<file path="src/hw/rtl/ersseq_pkg.sv">
// Types and constants for the extend/retract stall sequencer.
// No dependencies; used by extend_retract_stall_sequencer_core.
package ersseq_pkg;

   localparam int CodeWidth    = 11;
   localparam int ThreshWidth  = 16;
   localparam int CountWidth   = 8;
   localparam int DriveWidth   = 16;
   localparam int StateWidth   = 2;
   localparam int CsrIdxWidth  = 8;
   localparam int CsrDataWidth = 16;

   // Register indexes on the csr port
   localparam logic [CsrIdxWidth-1:0] RegChanHigh  = 8'd0;
   localparam logic [CsrIdxWidth-1:0] RegChanLow   = 8'd1;
   localparam logic [CsrIdxWidth-1:0] RegRunThresh = 8'd2;
   localparam logic [CsrIdxWidth-1:0] RegStopThresh= 8'd3;
   localparam logic [CsrIdxWidth-1:0] RegStopLimit = 8'd4;
   localparam logic [CsrIdxWidth-1:0] RegExtDrive  = 8'd5;
   localparam logic [CsrIdxWidth-1:0] RegRetDrive  = 8'd6;
   localparam logic [CsrIdxWidth-1:0] RegHoldDrive = 8'd7;

   // Register reset values
   localparam logic [CodeWidth-1:0]   ChanHighReset  = 11'd1792;
   localparam logic [CodeWidth-1:0]   ChanLowReset   = 11'd192;
   localparam logic [ThreshWidth-1:0] RunThreshReset = 16'd100;
   localparam logic [ThreshWidth-1:0] StopThreshReset= 16'd20;
   localparam logic [CountWidth-1:0]  StopLimitReset = 8'd10;
   localparam logic [DriveWidth-1:0]  ExtDriveReset  = 16'd3000;
   localparam logic [DriveWidth-1:0]  RetDriveReset  = 16'hF448; // -3000
   localparam logic [DriveWidth-1:0]  HoldDriveReset = 16'd500;

   // Motion state codes as reported on the result channel
   localparam logic [StateWidth-1:0] CodeRetracted  = 2'd0;
   localparam logic [StateWidth-1:0] CodeExtending  = 2'd1;
   localparam logic [StateWidth-1:0] CodeExtended   = 2'd2;
   localparam logic [StateWidth-1:0] CodeRetracting = 2'd3;

   typedef enum logic [3:0] {
      PH_RETRACTED  = 4'b0001,
      PH_EXTENDING  = 4'b0010,
      PH_EXTENDED   = 4'b0100,
      PH_RETRACTING = 4'b1000
   } phase_type;

   function automatic logic [StateWidth-1:0] phase_code(input phase_type ph);
      logic [StateWidth-1:0] code;
      case (ph)
         PH_RETRACTED:  code = CodeRetracted;
         PH_EXTENDING:  code = CodeExtending;
         PH_EXTENDED:   code = CodeExtended;
         PH_RETRACTING: code = CodeRetracting;
         default:       code = CodeRetracted;
      endcase
      return code;
   endfunction

endpackage

</file>
<file path="src/hw/rtl/extend_retract_stall_sequencer_core.sv">
// Extend/retract stall sequencer: top level.
// Depends on ersseq_pkg for types, register indexes and reset values.
// The request transaction is captured in the input register and then passes to the result
// register, where rsp_valid rises; a full result register that is not taken holds it back.
// Throughput: one transaction per cycle unless rsp stalls; both registers advance together.
// Reset (synchronous, active high): registers return to their default values, the edge flags,
// seen-motion flag and stall counter clear, the phase returns to retracted, both stages empty.
module extend_retract_stall_sequencer_core #(
   parameter int SPEED_WIDTH = 16
) (
   input  logic                                   clock,
   input  logic                                   reset,
   // request channel
   input  logic                                   req_valid,
   output logic                                   req_ready,
   input  logic [ersseq_pkg::CodeWidth-1:0]       req_channel_value,
   input  logic signed [SPEED_WIDTH-1:0]          req_motor1_rpm,
   input  logic signed [SPEED_WIDTH-1:0]          req_motor2_rpm,
   input  logic                                   req_lift_raising,
   // response channel
   output logic                                   rsp_valid,
   input  logic                                   rsp_ready,
   output logic signed [ersseq_pkg::DriveWidth-1:0] rsp_drive_value,
   output logic [ersseq_pkg::StateWidth-1:0]      rsp_motion_state,
   output logic                                   rsp_end_reached,
   // configuration write channel
   input  logic                                   csr_valid,
   output logic                                   csr_ready,
   input  logic [ersseq_pkg::CsrIdxWidth-1:0]     csr_index,
   input  logic [ersseq_pkg::CsrDataWidth-1:0]    csr_wdata
);

   localparam int CW  = ersseq_pkg::CodeWidth;
   localparam int TW  = ersseq_pkg::ThreshWidth;
   localparam int NW  = ersseq_pkg::CountWidth;
   localparam int DW  = ersseq_pkg::DriveWidth;
   // compare width covers both the speed magnitude and the 16-bit thresholds
   localparam int CMP_W = (SPEED_WIDTH > TW) ? SPEED_WIDTH : TW;

   // ---------------- configuration registers ----------------
   logic [CW-1:0] chan_high_ff, chan_low_ff;
   logic [TW-1:0] run_thresh_ff, stop_thresh_ff;
   logic [NW-1:0] stop_limit_ff;
   logic [DW-1:0] ext_drive_ff, ret_drive_ff, hold_drive_ff;

   // Writes must arrive only while idle; the block itself does not enforce this, csr_ready stays high.
   assign csr_ready = 1'b1;

   always_ff @(posedge clock) begin
      if (reset) begin
         chan_high_ff   <= ersseq_pkg::ChanHighReset;
         chan_low_ff    <= ersseq_pkg::ChanLowReset;
         run_thresh_ff  <= ersseq_pkg::RunThreshReset;
         stop_thresh_ff <= ersseq_pkg::StopThreshReset;
         stop_limit_ff  <= ersseq_pkg::StopLimitReset;
         ext_drive_ff   <= ersseq_pkg::ExtDriveReset;
         ret_drive_ff   <= ersseq_pkg::RetDriveReset;
         hold_drive_ff  <= ersseq_pkg::HoldDriveReset;
      end else if (csr_valid && csr_ready) begin
         // drop writes to unknown indexes
         case (csr_index)
            ersseq_pkg::RegChanHigh:   chan_high_ff   <= csr_wdata[CW-1:0];
            ersseq_pkg::RegChanLow:    chan_low_ff    <= csr_wdata[CW-1:0];
            ersseq_pkg::RegRunThresh:  run_thresh_ff  <= csr_wdata[TW-1:0];
            ersseq_pkg::RegStopThresh: stop_thresh_ff <= csr_wdata[TW-1:0];
            ersseq_pkg::RegStopLimit:  stop_limit_ff  <= csr_wdata[NW-1:0];
            ersseq_pkg::RegExtDrive:   ext_drive_ff   <= csr_wdata[DW-1:0];
            ersseq_pkg::RegRetDrive:   ret_drive_ff   <= csr_wdata[DW-1:0];
            ersseq_pkg::RegHoldDrive:  hold_drive_ff  <= csr_wdata[DW-1:0];
            default: ;
         endcase
      end
   end

   // ---------------- input register ----------------
   logic                   in_valid_ff;
   logic [CW-1:0]          in_chan_ff;
   logic [SPEED_WIDTH-1:0] in_m1_ff, in_m2_ff;
   logic                   in_raise_ff;
   logic                   advance;

   // The result register frees whenever it is empty or being taken; the input
   // stage moves forward in the same cycle, so a transaction can enter each cycle it frees.
   assign advance   = in_valid_ff && (!rsp_valid || rsp_ready);
   assign req_ready = !in_valid_ff || advance;

   always_ff @(posedge clock) begin
      if (reset) begin
         in_valid_ff <= 1'b0;
      end else if (req_ready) begin
         in_valid_ff <= req_valid;
      end
   end

   always_ff @(posedge clock) begin
      if (req_valid && req_ready) begin
         in_chan_ff  <= req_channel_value;
         in_m1_ff    <= req_motor1_rpm;
         in_m2_ff    <= req_motor2_rpm;
         in_raise_ff <= req_lift_raising;
      end
   end

   // ---------------- sequencer state ----------------
   logic                  prev_high_ff, prev_high_in;
   logic                  prev_low_ff,  prev_low_in;
   ersseq_pkg::phase_type phase_ff,     phase_in;
   logic                  seen_ff,      seen_in;
   logic [NW-1:0]         count_ff,     count_in;

   // Speed magnitudes: the most negative value maps to 2^(SPEED_WIDTH-1),
   // which still fits unsigned in SPEED_WIDTH bits.
   logic [SPEED_WIDTH-1:0] m1_mag, m2_mag;
   assign m1_mag = in_m1_ff[SPEED_WIDTH-1] ? SPEED_WIDTH'(~in_m1_ff + 1'b1) : in_m1_ff;
   assign m2_mag = in_m2_ff[SPEED_WIDTH-1] ? SPEED_WIDTH'(~in_m2_ff + 1'b1) : in_m2_ff;

   logic run_seen, both_stopped, is_high, is_low;
   assign run_seen = (CMP_W'(m1_mag) > CMP_W'(run_thresh_ff))
                  || (CMP_W'(m2_mag) > CMP_W'(run_thresh_ff));
   assign both_stopped = (CMP_W'(m1_mag) < CMP_W'(stop_thresh_ff))
                      && (CMP_W'(m2_mag) < CMP_W'(stop_thresh_ff));
   assign is_high = (in_chan_ff == chan_high_ff);
   assign is_low  = (in_chan_ff == chan_low_ff);

   logic [DW-1:0] drive_in;
   logic          ended_in;
   logic [NW-1:0] count_inc;

   always_comb begin
      phase_in = phase_ff;
      seen_in  = seen_ff;
      count_in = count_ff;
      drive_in = '0;
      ended_in = 1'b0;

      // Arrival edge on the high code commands retract, on the low code
      // extend; the high match wins when both codes are equal.
      if (is_high && !prev_high_ff) begin
         phase_in = ersseq_pkg::PH_RETRACTING;
         seen_in  = 1'b0;
         count_in = '0;
      end else if (is_low && !prev_low_ff) begin
         phase_in = ersseq_pkg::PH_EXTENDING;
         seen_in  = 1'b0;
         count_in = '0;
      end
      prev_high_in = is_high;
      prev_low_in  = is_low;

      count_inc = count_in + 1'b1;

      case (phase_in)
         ersseq_pkg::PH_EXTENDING, ersseq_pkg::PH_RETRACTING: begin
            drive_in = (phase_in == ersseq_pkg::PH_EXTENDING) ? ext_drive_ff : ret_drive_ff;
            if (run_seen) begin
               seen_in = 1'b1;
            end
            if (seen_in && both_stopped) begin
               // count the stalled tick; settle once the limit is reached
               if (count_inc >= stop_limit_ff) begin
                  drive_in = '0;
                  phase_in = (phase_in == ersseq_pkg::PH_EXTENDING)
                           ? ersseq_pkg::PH_EXTENDED : ersseq_pkg::PH_RETRACTED;
                  count_in = '0;
                  ended_in = 1'b1;
               end else begin
                  count_in = count_inc;
               end
            end else begin
               count_in = '0;
            end
         end
         ersseq_pkg::PH_EXTENDED: begin
            drive_in = '0;
         end
         ersseq_pkg::PH_RETRACTED: begin
            // hold the lift up while it is raising
            drive_in = in_raise_ff ? hold_drive_ff : '0;
         end
         default: begin
            drive_in = '0;
         end
      endcase
   end

   always_ff @(posedge clock) begin
      if (reset) begin
         prev_high_ff <= 1'b0;
         prev_low_ff  <= 1'b0;
         phase_ff     <= ersseq_pkg::PH_RETRACTED;
         seen_ff      <= 1'b0;
         count_ff     <= '0;
      end else if (advance) begin
         prev_high_ff <= prev_high_in;
         prev_low_ff  <= prev_low_in;
         phase_ff     <= phase_in;
         seen_ff      <= seen_in;
         count_ff     <= count_in;
      end
   end

   // ---------------- result register ----------------
   logic                        rsp_valid_ff;
   logic [DW-1:0]               rsp_drive_ff;
   logic [ersseq_pkg::StateWidth-1:0] rsp_state_ff;
   logic                        rsp_end_ff;

   always_ff @(posedge clock) begin
      if (reset) begin
         rsp_valid_ff <= 1'b0;
      end else if (advance) begin
         rsp_valid_ff <= 1'b1;
      end else if (rsp_ready) begin
         rsp_valid_ff <= 1'b0;
      end
   end

   always_ff @(posedge clock) begin
      if (advance) begin
         rsp_drive_ff <= drive_in;
         rsp_state_ff <= ersseq_pkg::phase_code(phase_in);
         rsp_end_ff   <= ended_in;
      end
   end

   assign rsp_valid        = rsp_valid_ff;
   assign rsp_drive_value  = rsp_drive_ff;
   assign rsp_motion_state = rsp_state_ff;
   assign rsp_end_reached  = rsp_end_ff;

endmodule
</file>
<file path="config.mk">
export PLATFORM = sky130hd
export DESIGN_NAME = extend_retract_stall_sequencer_core
export DESIGN_NICKNAME = d
export VERILOG_FILES = /design/src/hw/rtl/ersseq_pkg.sv /design/src/hw/rtl/extend_retract_stall_sequencer_core.sv
export SDC_FILE = /design/constraint.sdc
export NUM_CORES = 1
export LEC_CHECK = 0
export ABC_CLOCK_PERIOD_IN_PS = 8580
export BUFFER_PORTS_ARGS = -buffer_cell sky130_fd_sc_hd__clkbuf_2
export CORE_MARGIN = 2
export CORE_UTILIZATION = 59
export CTS_BUF_LIST = sky130_fd_sc_hd__clkbuf_4
export DETAILED_ROUTE_END_ITERATION = 12
export MAX_ROUTING_LAYER = met4
export PLACE_DENSITY_LB_ADDON = 0.3
export SETUP_SLACK_MARGIN = 0.1
export SYNTH_ARGS = -nofsm -noshare
export SYNTH_HDL_FRONTEND = slang
export SYNTH_SLANG_ARGS = --single-unit
</file>
<file path="constraint.sdc">
create_clock -name clock -period 8.58 [get_ports clock]
set_input_delay 0.858 -clock clock [delete_from_list [all_inputs] [get_ports clock]]
set_output_delay 0.858 -clock clock [all_outputs]
set_load 0.05 [all_outputs]
</file>
; ---- Word-level counts from Yosys, hierarchy flattened
; Index checks and enable logic that the tools add are counted.
; W data, S select, Z words.
[classes]
add_sub_neg = 3
order_cmp = 5
eq_ne = 15
muxes = 27
bitwise_logic = 2
n_reduce_logical = 25
[ops]
columns = op, count
row1 = $mux W16, 6
row2 = $mux W8, 5
row3 = $add A16 B1 Y16 const B, 2
row4 = $eq A8 B3 Y1 const B, 4
row5 = $gt A16 B16 Y1, 2
row6 = $lt A16 B16 Y1, 2
row7 = $not A16 Y16, 2
row8 = $pmux W16 S2, 1
row9 = $eq A11 B11 Y1, 2
row10 = $mux W4, 5
row11 = $reduce_and A2 Y1, 9
row12 = $eq A8 B2 Y1 const B, 2
row13 = $add A8 B1 Y8 const B, 1
row14 = $eq A4 B2 Y1 const B, 2
row15 = $eq A4 B4 Y1 const B, 2
row16 = $eq A8 B1 Y1 const B, 1
row17 = $ge A8 B8 Y1, 1
row18 = $logic_not A8 Y1, 1
row19 = $mux W1, 8
row20 = $logic_and A1 B1 Y1, 6
row21 = $pmux W2 S3, 1
row22 = $eq A4 B1 Y1 const B, 1
row23 = $eq A4 B3 Y1 const B, 1
row24 = $logic_not A1 Y1, 4
row25 = other kinds (4), 6
[word_totals]
ff_bits = 190
inputBits = 73
output_inout_bits = 22
word_cells = 99

; ---- Longest topological paths before layout
[logic_depth]
word_depth = 12
depth_mapped = 18
mapped_depth_nobuf = 17

; ---- Least setup slack after synthesis
; Ideal clock, no wire load.
[synth_path]
kind = flip-flop to flip-flop
from = register in_m2_ff[0]
to = register rsp_drive_ff[10] (netlist: rsp_drive_value[10]) (data pin)
setup_time_ns = 0.261
arrival_time_ns = 3.833
t_required_ns = 8.319
slack_ns = 4.486
path_stages_with_launch = 19
n_path_buf = 1
synth_period_minus_slack_ns = 4.094
cell_sequence = edfxtp_1 -> inv_1 -> ha_1 -> nand2_1 -> or3_1 -> or2_2 -> nand2b_1 -> o41ai_1 -> xnor2_1 -> ha_1 -> o21ai_0 -> nor2_1 -> a2111oi_2 -> o21ai_0 -> nand3b_1 -> a311o_4 -> o21ai_2 -> buf_2 -> o21ai_0
[synth_between]
elab_chain_len = 10
word_cells_on_any_way = 12
cone_classes = 1 x add/sub / 2 x order compare / 5 x mux / 1 x bitwise / 3 x reduce/logical
[synth_lines]
columns = element, line
row1 = from (decl), extend_retract_stall_sequencer_core.sv:78  ; logic [SPEED_WIDTH-1:0] in_m1_ff, in_m2_ff;
row2 = from (signal assigned), extend_retract_stall_sequencer_core.sv:99  ; in_m2_ff <= req_motor2_rpm;
row3 = $not A16 Y16, extend_retract_stall_sequencer_core.sv:115  ; assign m2_mag = in_m2_ff[SPEED_WIDTH-1] ? SPEED_WIDTH'(~in_m2_ff + 1'b1) : in_m2_ff;
row4 = $add A16 B1 Y16, extend_retract_stall_sequencer_core.sv:115
row5 = $mux W16 *, extend_retract_stall_sequencer_core.sv:115
row6 = $gt A16 B16 Y1, extend_retract_stall_sequencer_core.sv:119  ; || (CMP_W'(m2_mag) > CMP_W'(run_thresh_ff));
row7 = $logic_or A1 B1 Y1, extend_retract_stall_sequencer_core.sv:119
row8 = $mux W1, extend_retract_stall_sequencer_core.sv:155  ; if (run_seen) begin
row9 = $mux W1, extend_retract_stall_sequencer_core.sv:152  ; case (phase_in)
row10 = $logic_and A1 B1 Y1 *, extend_retract_stall_sequencer_core.sv:158  ; if (seen_in && both_stopped) begin
row11 = $mux W16 *, extend_retract_stall_sequencer_core.sv:158
row12 = $pmux W16 S2 *, extend_retract_stall_sequencer_core.sv:152
row13 = net drive_in[10], extend_retract_stall_sequencer_core.sv:125  ; logic [DW-1:0] drive_in;
row14 = to (signal assigned), extend_retract_stall_sequencer_core.sv:220  ; rsp_drive_ff <= drive_in;
row15 = to (decl), extend_retract_stall_sequencer_core.sv:204  ; logic [DW-1:0] rsp_drive_ff;
; The timed path passes the listed nets; every way through them passes the cells marked *. The select of a mux whose other input is x is not followed.
; A chain may end at the register's enable or synchronous reset.

; ---- Worst setup path in the final report
[layout_path]
from = register in_m2_ff[0]
to = register rsp_drive_ff[7] (netlist: rsp_drive_value[7]) (data pin)
; Same word-level chain as after synthesis.

==> impl_metrics.env <==
export IMPL_num_rows=46
export IMPL_hold_buffers=0
export IMPL_ff2ff_setup_slack_ns=3.71
export IMPL_grt_max_degree=95
export IMPL_antenna_found_initial=1
export IMPL_port_buffers=93
export IMPL_fin_crit_ns=4.869
export IMPL_ys_ff_latch=190
export IMPL_use_met2=0.4252
export IMPL_layout_drive_gt1_share=0.1313
export IMPL_rsz0062_at_grt="no"
export IMPL_dieArea_um2=17140
export IMPL_htreeDepth=4
export IMPL_pin_count=95
export IMPL_synth_edff_count=63
export IMPL_synth_area_um2=9507
export IMPL_drt_pass1_iter_count=5
export IMPL_post_route_period_util=0.5675
export IMPL_wl_per_cell_um=16.53
export IMPL_cts_buffer_depth=2
export IMPL_top_usage_layer="met2"
export IMPL_clk_insertion_delay_late_ns=0.59
export IMPL_powerDensity_nw_per_um2=156.9
export IMPL_r2r_cells=17
export IMPL_synth_top_area_frac=0.2674
export IMPL_die_w_um=130.9
export IMPL_critical_path_arrival_ns=5.19
export IMPL_slew_viol_final=0
export IMPL_ys_top_cells_by_count="nand2_1, dfxtp_1, a21oi_1"
export IMPL_cts_setup_buffers=0
export IMPL_cts_made_buffers=17
export IMPL_max_clock_freq_mhz=205.4
export IMPL_slew_limit_headroom=0.2638
export IMPL_finalSetupViolations=0
export IMPL_wl_mm=22.00
export IMPL_finalHoldViolCount=0
export IMPL_start_util=0.6006
export IMPL_place_gp_congestion=0.8852
export IMPL_use_met3=0.05456
export IMPL_area_growth_pct=9.792
export IMPL_use_met1=0.3563
export IMPL_clock_root_buffer="clkbuf_4"
export IMPL_setup_tns_ns=0
export IMPL_cts_tree="done"
export IMPL_start_kind="flip-flop"
export IMPL_crit_path_end_kind="flip-flop"
export IMPL_synthesis_nets=1172
export IMPL_cp_max_fo=17
export IMPL_ys_seq_area_frac=0.4664
export IMPL_clk_pin_slew_worst_paths_ns=0.16
export IMPL_viasPerCell=5.603
export IMPL_grt_pass1_wl_mm=34.49
export IMPL_synth_cells=1026
export IMPL_yosysWarnings=0
export IMPL_yosys_top_cells_area="dfxtp_1, edfxtp_1, ha_1"
export IMPL_yosysTopAreaCell="dfxtp_1"
export IMPL_crit_required_ns=8.90
export IMPL_peakVddDrop_v=0.0001094
export IMPL_numClockSinks=190
export IMPL_place_hpwl_mm=15.57
export IMPL_fp_dieH_um=130.9
export IMPL_final_setup_skew_ns=0.02960
export IMPL_grt_overflow_total=0
export IMPL_crit_end="rsp_drive_value[7]"
export IMPL_avgSynthCellArea_um2=9.266
export IMPL_startpoint="in_m2_ff[0]"
export IMPL_power_leakage_nw=4.202
export IMPL_max_cap_violations=0
export IMPL_first_global_vias=6897
export IMPL_crit_path_top_delay_cell="o21ai_2"
export IMPL_min_from="req_channel_value[2]"
export IMPL_synth_most_common_cell="nand2_1"
export IMPL_fin_nets=1245
export IMPL_synth_cell_types=59
export IMPL_cp_common_cell="o21ai_0"
export IMPL_crit_type="reg2reg"
export IMPL_vias=7457
export IMPL_drt_initial_drc_count=683
export IMPL_gr_usage_all_layers=0.2708
export IMPL_status="finished, final reports clean"
export IMPL_synthArstFlopShare=0
export IMPL_tightest_slew_ns=1.104
export IMPL_slowest_delay_ns=0.60
export IMPL_fillers=1271
export IMPL_synth_top_flop_cell="dfxtp_1"
export IMPL_drc_errors=0
export IMPL_cts_resized=0
export IMPL_core_area_um2=15830
export IMPL_worst_hold_slack_ns=0.4256
export IMPL_crit_chain="inv_1 -> ha_1 -> nand2_1 -> or3_1 -> or2_2 -> nand2b_1 -> o41ai_1 -> xnor2_1 -> ha_1 -> o21ai_0 -> nor2_1 -> a2111oi_2 -> o21ai_0 -> nand3b_1 -> a311o_4 -> o21ai_2 -> o21ai_0"
export IMPL_reg2reg_to="rsp_drive_value[7]"
export IMPL_ant_nets=0
export IMPL_rr_startpoint="in_m2_ff[0]"
export IMPL_hold_class="in2reg"
## flip-flops by register name, indices dropped and copies added, names as in the netlist, 16 cells and up
name and cells:
ext_drive_ff 16, hold_drive_ff 16, in_m1_ff 16, in_m2_ff 16, ret_drive_ff 16, rsp_drive_value 16
run_thresh_ff 16, stop_thresh_ff 16
## through the flow
stage	total power, W	setup WS (ns)	cells	instance area, um2	utilization
6_report	0.001637	3.711	1331	10440	0.6594
5_1_grt	0.001692	3.408	1331	10440	0.6594
4_1_cts	0.001642	3.705	1328	10430	0.6590
3_5_place_dp	0.001163	3.721	1296	10150	0.6416
3_3_place_gp	0.001158	3.970	1296	10150	0.6416
2_1_floorplan	0.001103	4.486	1026	9507	-
## placed cells by master (no fill, tap or decap), types with 12 or more instances in the layout
| master | count |
|---|---|
| nor2_1 | 49 |
| edfxtp_1 | 63 |
| nand3_1 | 17 |
| inv_1 | 46 |
| o21ai_0 | 30 |
| mux2i_1 | 31 |
| xnor2_1 | 29 |
| nand2_1 | 226 |
| clkbuf_2 | 92 |
| nand4_1 | 12 |
| a21oi_1 | 95 |
| ha_1 | 73 |
| nand3b_1 | 28 |
| dfxtp_1 | 127 |
| clkbuf_4 | 18 |
| xor2_1 | 27 |
## power breakdown
part	switching, W	total [W]	internal (W)
Sequential	0.0000142	0.000963	0.000949
Combinational	0.000114	0.000183	0.0000695
Clock	0.000315	0.000492	0.000177
## how the worst min path moves through the flow
stage / end / slack [ns] / cells past startpoint
4_1_cts: in_chan_ff[8] / 0.39 / 1
5_1_grt: in_chan_ff[8] / 0.38 / 1
3_5_place_dp: ret_drive_ff[9] / 0.45 / 2
3_3_place_gp: ret_drive_ff[4] / 0.44 / 2
6_report: in_chan_ff[2] / 0.43 / 1
2_1_floorplan: prev_high_ff / 0.43 / 2
## logic make-up (layout without fill, tap and decap cells)
family	Yosys count	in the layout	share of synthesized area
DFF	190	190	0.4664
other	1	4	0.0003945
and+or+nand+nor	399	399	0.1958
AOI/OAI and AO/OA	184	184	0.1196
buffers and inverters	92	178	0.03738
muxes	31	31	0.03264
xor gates and xnor gates	56	56	0.05159
adders and majority gates	73	73	0.09608
## metal layers
| metal | up-vias | routed length (um) |
|---|---|---|
| met1 | 3492 | 9985 |
| met4 | 0 | 376 |
| li1 | 3719 | - |
| met5 | - | 0 |
| met3 | 27 | 1310 |
| met2 | 219 | 10330 |
## final cells by class
class / instances / area, um2 / area share
well taps: 216 / 270.3 / 0.02589
clock buffers: 18 / 135.1 / 0.01295
clock inverters: 14 / 140.1 / 0.01343
repair buffers: 100 / 520.5 / 0.04987
multi-input cells: 744 / 4757 / 0.4558
flip-flops and latches: 190 / 4434 / 0.4248
diodes: 3 / 7.507 / 0.0007193
inverters: 46 / 172.7 / 0.01654
## worst max-delay path: cells and delay by family, from the launching register on
| kind | cells | cell delay (ns) |
|---|---|---|
| AO/OA/AOI/OAI | 7 | 2.26 |
| AND/OR/NAND/NOR | 6 | 1.14 |
| flip-flops | 1 | 0.46 |
| adder cells (fa/ha/maj) | 2 | 0.43 |
| XOR/XNOR | 1 | 0.21 |
| buffers and inverters | 1 | 0.10 |
(Power assumes the default switching activity.)
